**src/hw/rtl/vrp_pkg.sv**
```systemverilog
// Shared types, widths and the quarter-wave sine table of the vertex rotate/project block.
// No dependencies.
`timescale 1ns / 1ps
package vrp_pkg;

	localparam int FRAC_BITS       = 12;
	localparam int SINE_TABLE_BITS = 10;

	localparam int COORD_W = 16;
	localparam int REG_W   = 15;
	localparam int SIN_W   = FRAC_BITS + 2;
	localparam int QS_W    = FRAC_BITS + 1;
	localparam int QN      = (1 << (SINE_TABLE_BITS - 2)) + 1;
	localparam int QIDX_W  = SINE_TABLE_BITS - 1;
	localparam int PROD_W  = COORD_W + SIN_W;
	localparam int R1_W    = PROD_W + 1 - FRAC_BITS;
	localparam int P2_W    = R1_W + SIN_W;
	localparam int R2_W    = P2_W + 1 - FRAC_BITS;
	localparam int ZC_W    = R2_W + 1;
	localparam int DIV_W   = ZC_W - 1;
	localparam int NUM_W   = R2_W + REG_W + 1;
	localparam int NCELLS  = NUM_W;

	localparam logic [1:0] REG_DIST  = 2'd0;
	localparam logic [1:0] REG_FOCAL = 2'd1;
	localparam logic [1:0] REG_NEAR  = 2'd2;

	localparam logic [REG_W-1:0] DIST_RST  = 15'd16384;
	localparam logic [REG_W-1:0] FOCAL_RST = 15'd4506;
	localparam logic [REG_W-1:0] NEAR_RST  = 15'd410;

	typedef logic [QN-1:0][QS_W-1:0] qtab_t;
	typedef logic signed [SIN_W-1:0] sin_t;

	// word handed from cell to cell through the divider
	typedef struct packed {
		logic [NUM_W-1:0]   nx;
		logic [NUM_W-1:0]   ny;
		logic [NUM_W-1:0]   qx;
		logic [NUM_W-1:0]   qy;
		logic [DIV_W-1:0]   rx;
		logic [DIV_W-1:0]   ry;
		logic [DIV_W-1:0]   d;
		logic               neg_x;
		logic               neg_y;
		logic               clamped;
		logic [COORD_W-1:0] depth;
	} div_word_t;

	function automatic longint quarter_sine(longint q);
		longint x, x2, t, v, s;
		x  = q <<< 16;
		x2 = (x * x) >>> 30;
		t  = 64'sd688904866 - ((64'sd76016977 * x2) >>> 30);
		v  = 64'sd1686629713 - ((x2 * t) >>> 30);
		s  = (x * v) >>> 30;
		return (s + (64'sd1 <<< (29 - FRAC_BITS))) >>> (30 - FRAC_BITS);
	endfunction

	function automatic qtab_t build_qtab();
		qtab_t tab;
		longint s;
		for (int j = 0; j < QN; j++) begin
			s = quarter_sine(longint'(j) <<< (16 - SINE_TABLE_BITS));
			tab[j] = QS_W'(s);
		end
		return tab;
	endfunction

	localparam qtab_t QTAB = build_qtab();

	// full-turn sine from the quarter table, angle truncated to the table index
	function automatic sin_t sine_lookup(logic [COORD_W-1:0] phase);
		logic [SINE_TABLE_BITS-1:0] k;
		logic [1:0]                 quad;
		logic [QIDX_W-1:0]          j;
		logic [QIDX_W-1:0]          r;
		sin_t                       s;
		k    = phase[COORD_W-1 -: SINE_TABLE_BITS];
		quad = k[SINE_TABLE_BITS-1 -: 2];
		r    = QIDX_W'(k[SINE_TABLE_BITS-3:0]);
		j    = quad[0] ? QIDX_W'((QN - 1) - int'(r)) : r;
		s    = $signed(SIN_W'(QTAB[j]));
		return quad[1] ? -s : s;
	endfunction

endpackage

```
**src/hw/rtl/vrp_div_cell.sv**
```systemverilog
// One restoring-division cell: settles one quotient bit for the x and y lanes.
// Depends on vrp_pkg.
`timescale 1ns / 1ps
module vrp_div_cell import vrp_pkg::*; (
	input  logic      clk,
	input  logic      arst_n,
	input  logic      up_valid,
	output logic      up_ready,
	input  div_word_t up_word,
	output logic      dn_valid,
	input  logic      dn_ready,
	output div_word_t dn_word
);
	logic         v_q;
	div_word_t    w_q;
	div_word_t    nxt;
	logic [DIV_W:0] tx, ty;
	logic         bx, by;

	assign up_ready = ~v_q | dn_ready;

	always_comb begin
		// bring down the next numerator bit, subtract where it fits
		tx = {up_word.rx, up_word.nx[NUM_W-1]};
		ty = {up_word.ry, up_word.ny[NUM_W-1]};
		bx = tx >= {1'b0, up_word.d};
		by = ty >= {1'b0, up_word.d};
		nxt    = up_word;
		nxt.nx = up_word.nx << 1;
		nxt.ny = up_word.ny << 1;
		nxt.qx = {up_word.qx[NUM_W-2:0], bx};
		nxt.qy = {up_word.qy[NUM_W-2:0], by};
		nxt.rx = bx ? DIV_W'(tx - {1'b0, up_word.d}) : DIV_W'(tx);
		nxt.ry = by ? DIV_W'(ty - {1'b0, up_word.d}) : DIV_W'(ty);
	end

	always_ff @(posedge clk or negedge arst_n) begin
		if (!arst_n) begin
			v_q <= 1'b0;
		end else if (up_ready) begin
			v_q <= up_valid;
		end
	end

	always_ff @(posedge clk) begin
		if (up_ready) begin
			w_q <= nxt;
		end
	end

	assign dn_valid = v_q;
	assign dn_word  = w_q;

endmodule

```
**config.mk**
```make
export PLATFORM = sky130hd
export DESIGN_NAME = vrp_div_cell
export DESIGN_NICKNAME = d
export VERILOG_FILES = /design/src/hw/rtl/vrp_pkg.sv /design/src/hw/rtl/vrp_div_cell.sv
export SDC_FILE = /design/constraint.sdc
export NUM_CORES = 1
export LEC_CHECK = 0
export BUFFER_PORTS_ARGS = -buffer_cell sky130_fd_sc_hd__buf_2
export CORE_AREA = 2 2 188 190
export CTS_CLUSTER_DIAMETER = 60
export DETAILED_ROUTE_END_ITERATION = 8
export DIE_AREA = 0 0 190 192
export SYNTH_ARGS = -nofsm -noshare
export SYNTH_HDL_FRONTEND = slang
export SYNTH_SLANG_ARGS = --single-unit
```
**constraint.sdc**
```tcl
create_clock -name clk -period 18.6 [get_ports clk]
set_input_delay 3.72 -clock clk [delete_from_list [all_inputs] [get_ports clk]]
set_output_delay 3.72 -clock clk [all_outputs]
set_load 0.03 [all_outputs]
```
==> results.yml <==
critical_path:
  rr_worst_depth: 4
  r2r-end: "dn_word[124]"
  ff2ff_setup_slack_ps: 14830
  crit_start: "dn_ready"
  timing.critical_path.mode_cell: "buf_2"
  setup.worst_path.class: "primary input to output pin"
  startpoint_type: "primary input"
  worst_setup_path_end_kind: "output pin"
  timing.rr.start: "dn_valid"
  cp.required_ps: 14880
  cpPeakStageDelay_ps: 530
  path_cells: "buf_2, nand2b_4, buf_2"
  cp_slowest_cell: "nand2b_4"
  arrival_ps: 4700
  cp_max_fo: 49
sta:
  slew_violations: 0
  skew_ps: 24.0
  setup_tns_ps: 0
  worstMarginPinSlew_ps: 897
  fmax_mhz: 119
  rsz0062_at_grt: "false"
  finalSetupViolCount: 0
  fin_crit_ps: 8420
  whs_ps: 987
  finalHoldViolCount: 0
  period_share_pct: 45.3
  slew_headroom_pct: 40.2
cts:
  clk_latency_ps: 510
  clk_pin_slew_ps: 50
  cts.sinks: 236
  ctsResizeCount: 0
  cts_buffers: 34
  post_cts_buffers: 0
  h-tree-depth: 2
  cts_root_buf: "clkbuf_16"
  clockBufferDepth: 3
  cts_tree: "done"
  ctsHoldBuffers: 0
placed_design:
  gp_congestion: 0.849
  dp_hpwl_um: 27900
  io_buffers: 475
  placed_area_um2: 12900
drt:
  drt_pass1_iterations: 4
  avgRoutedWirePerCell_um: 20.7
  ant_nets: 0
  wl_um: 34700
  viasPerCell: 4.61
  vias: 7722
  drc: 0
  first_iter_violations: 412
logic_synthesis:
  ys_warn_count: 0
  synth_edf_count: 235
  yosys_most_used_dff: "edfxtp_1"
  syn_inst: 695
  ys_seq_area_share_pct: 70.6
  yosys.area.top_type: "edfxtp_1"
  synth-seq-cells: 236
  synth_top_area_share_pct: 70.3
  ys_types: 58
  syn-mean-instance-area_um2: 14.4
  async_flop_share_pct: 0.424
  netlist_area_um2: 10000
  synth.area.top_cells: "edfxtp_1 70%, ha_1 5.5%, nand2_1 2.3%, a21oi_1 2.0%, o21ai_0 2.0%"
layout:
  multi_input_area_um2: 2710
  layout.nets: 1476
  fin_area_um2: 14100
  drive_gt1_share_pct: 44.8
  final_util_pct: 41.0
  syn_to_final_growth_pct: 40.1
  seqCellArea_um2: 7080
  nFillCells: 3243
grt:
  grt_use_total_pct: 18.0
  grt_pass1_vias: 7592
  globalRoute.busiestLayer: "met2"
  grt_antenna_before_repair: 12
  grt_max_degree: 68
  grt_use_met2_pct: 31.9
  met1_usage_pct: 20.5
  grt_first_pass_wirelength_um: 47900
  gr-total-overflow: 0
  use_met3_pct: 6.08
floorplanning:
  die_area_um2: 36500
  row_count: 68
  dieWidth_um: 190
  initial_core_util_pct: 29.3
  core_um2: 34300
  num_io_pins: 480
  dieHeight_um: 192
status:
  status: "finished, final reports clean"
worst_hold_path:
  hold_start: "dn_valid"
  min_to: "dn_valid"
  holdPathStages: 2
  hp-class: "flop to flop"
power:
  p_per_area_nw_per_um2: 115
  leakage_nw: 6.13
  vdd_drop_max_v: 0.0000727
flow_run:
  maxCapViolCount: 0
## registers in the layout, summed over array words and instances, names as in the netlist
register	cells
dn_word	235
dn_valid	1
## worst max-delay path by stage
stage | cells after the start | end
after CTS | 3 | up_ready
after global placement | 3 | up_ready
after detailed placement | 3 | up_ready
final | 3 | up_ready
after floorplan | 1 | up_ready
after global routing | 3 | up_ready
## critical path, delay by kind of cell
family | cells | cell delay [ps]
simple gates | 1 | 530
buf+inv | 2 | 390
## metal layers
layer	part of all wire [%]	vias to the layer above
met3	8.4	50
met4	2.0	10
met1	39	3711
met5	0.17	-
met2	51	314
li1	-	3637
## kinds of logic (layout without fill, tap and decap cells)
group	Yosys count	count (layout)	synth area share [%]
and+or+nand+nor	143	143	6.83
xor gates and xnor gates	34	34	2.97
muxes	4	4	0.474
AOI/OAI and AO/OA	171	171	10.6
DFF	236	236	70.6
other	1	8	0.0374
buffers and inverters	60	577	2.66
adders and majority gates	46	46	5.88
## placed cells by master (no fill, tap or decap), types with 18 or more instances in the layout
cell / count
a21oi_1: 40
buf_2: 475
clkbuf_16: 34
edfxtp_1: 235
ha_1: 44
inv_1: 37
nand2_1: 62
nor2_1: 21
o21ai_0: 40
o21ai_1: 20
xnor2_1: 18
## Yosys cell counts, drive strengths merged, types with 3 or more instances
cell type / n
buf: 11
clkbuf: 12
o31ai: 6
a21oi: 41
o21a: 7
o21ai: 61
nand2b: 9
mux2: 3
a211oi: 3
nor3: 5
a21o: 16
nor2b: 3
and2: 3
xnor2: 18
edfxtp: 235
xor2: 16
a31oi: 7
ha: 44
o221ai: 4
nand3: 9
nand2: 62
inv: 37
o21bai: 7
and3: 6
nor2: 21
a221oi: 3
nand4: 12
or3: 3
## final cells by class
cell class	instances	share of cell area, %
sequential	236	50.4
antenna	6	0.107
inverter	37	0.988
timing repair buffer	480	17.2
multi-input combinational	400	19.3
clock inverter	24	1.92
tap	455	4.05
clock buffer	36	6.11
## power by group
group	total, mW	internal [mW]	switching, mW	leakage, nW
Sequential	0.659	0.647	0.0120	2.38
Combinational	0.312	0.0948	0.217	3.21
Clock	0.644	0.397	0.247	0.547
Total	1.61	1.14	0.476	6.13
## metrics by stage
stage	power, mW	setup slack, ps	instances
after floorplan	0.881	5300	696
after global placement	0.979	10190	1608
after detailed placement	0.982	10180	1608
after CTS	1.64	10180	1668
after global routing	1.68	10100	1673
final	1.61	10180	1674
(Power assumes the default switching activity.)
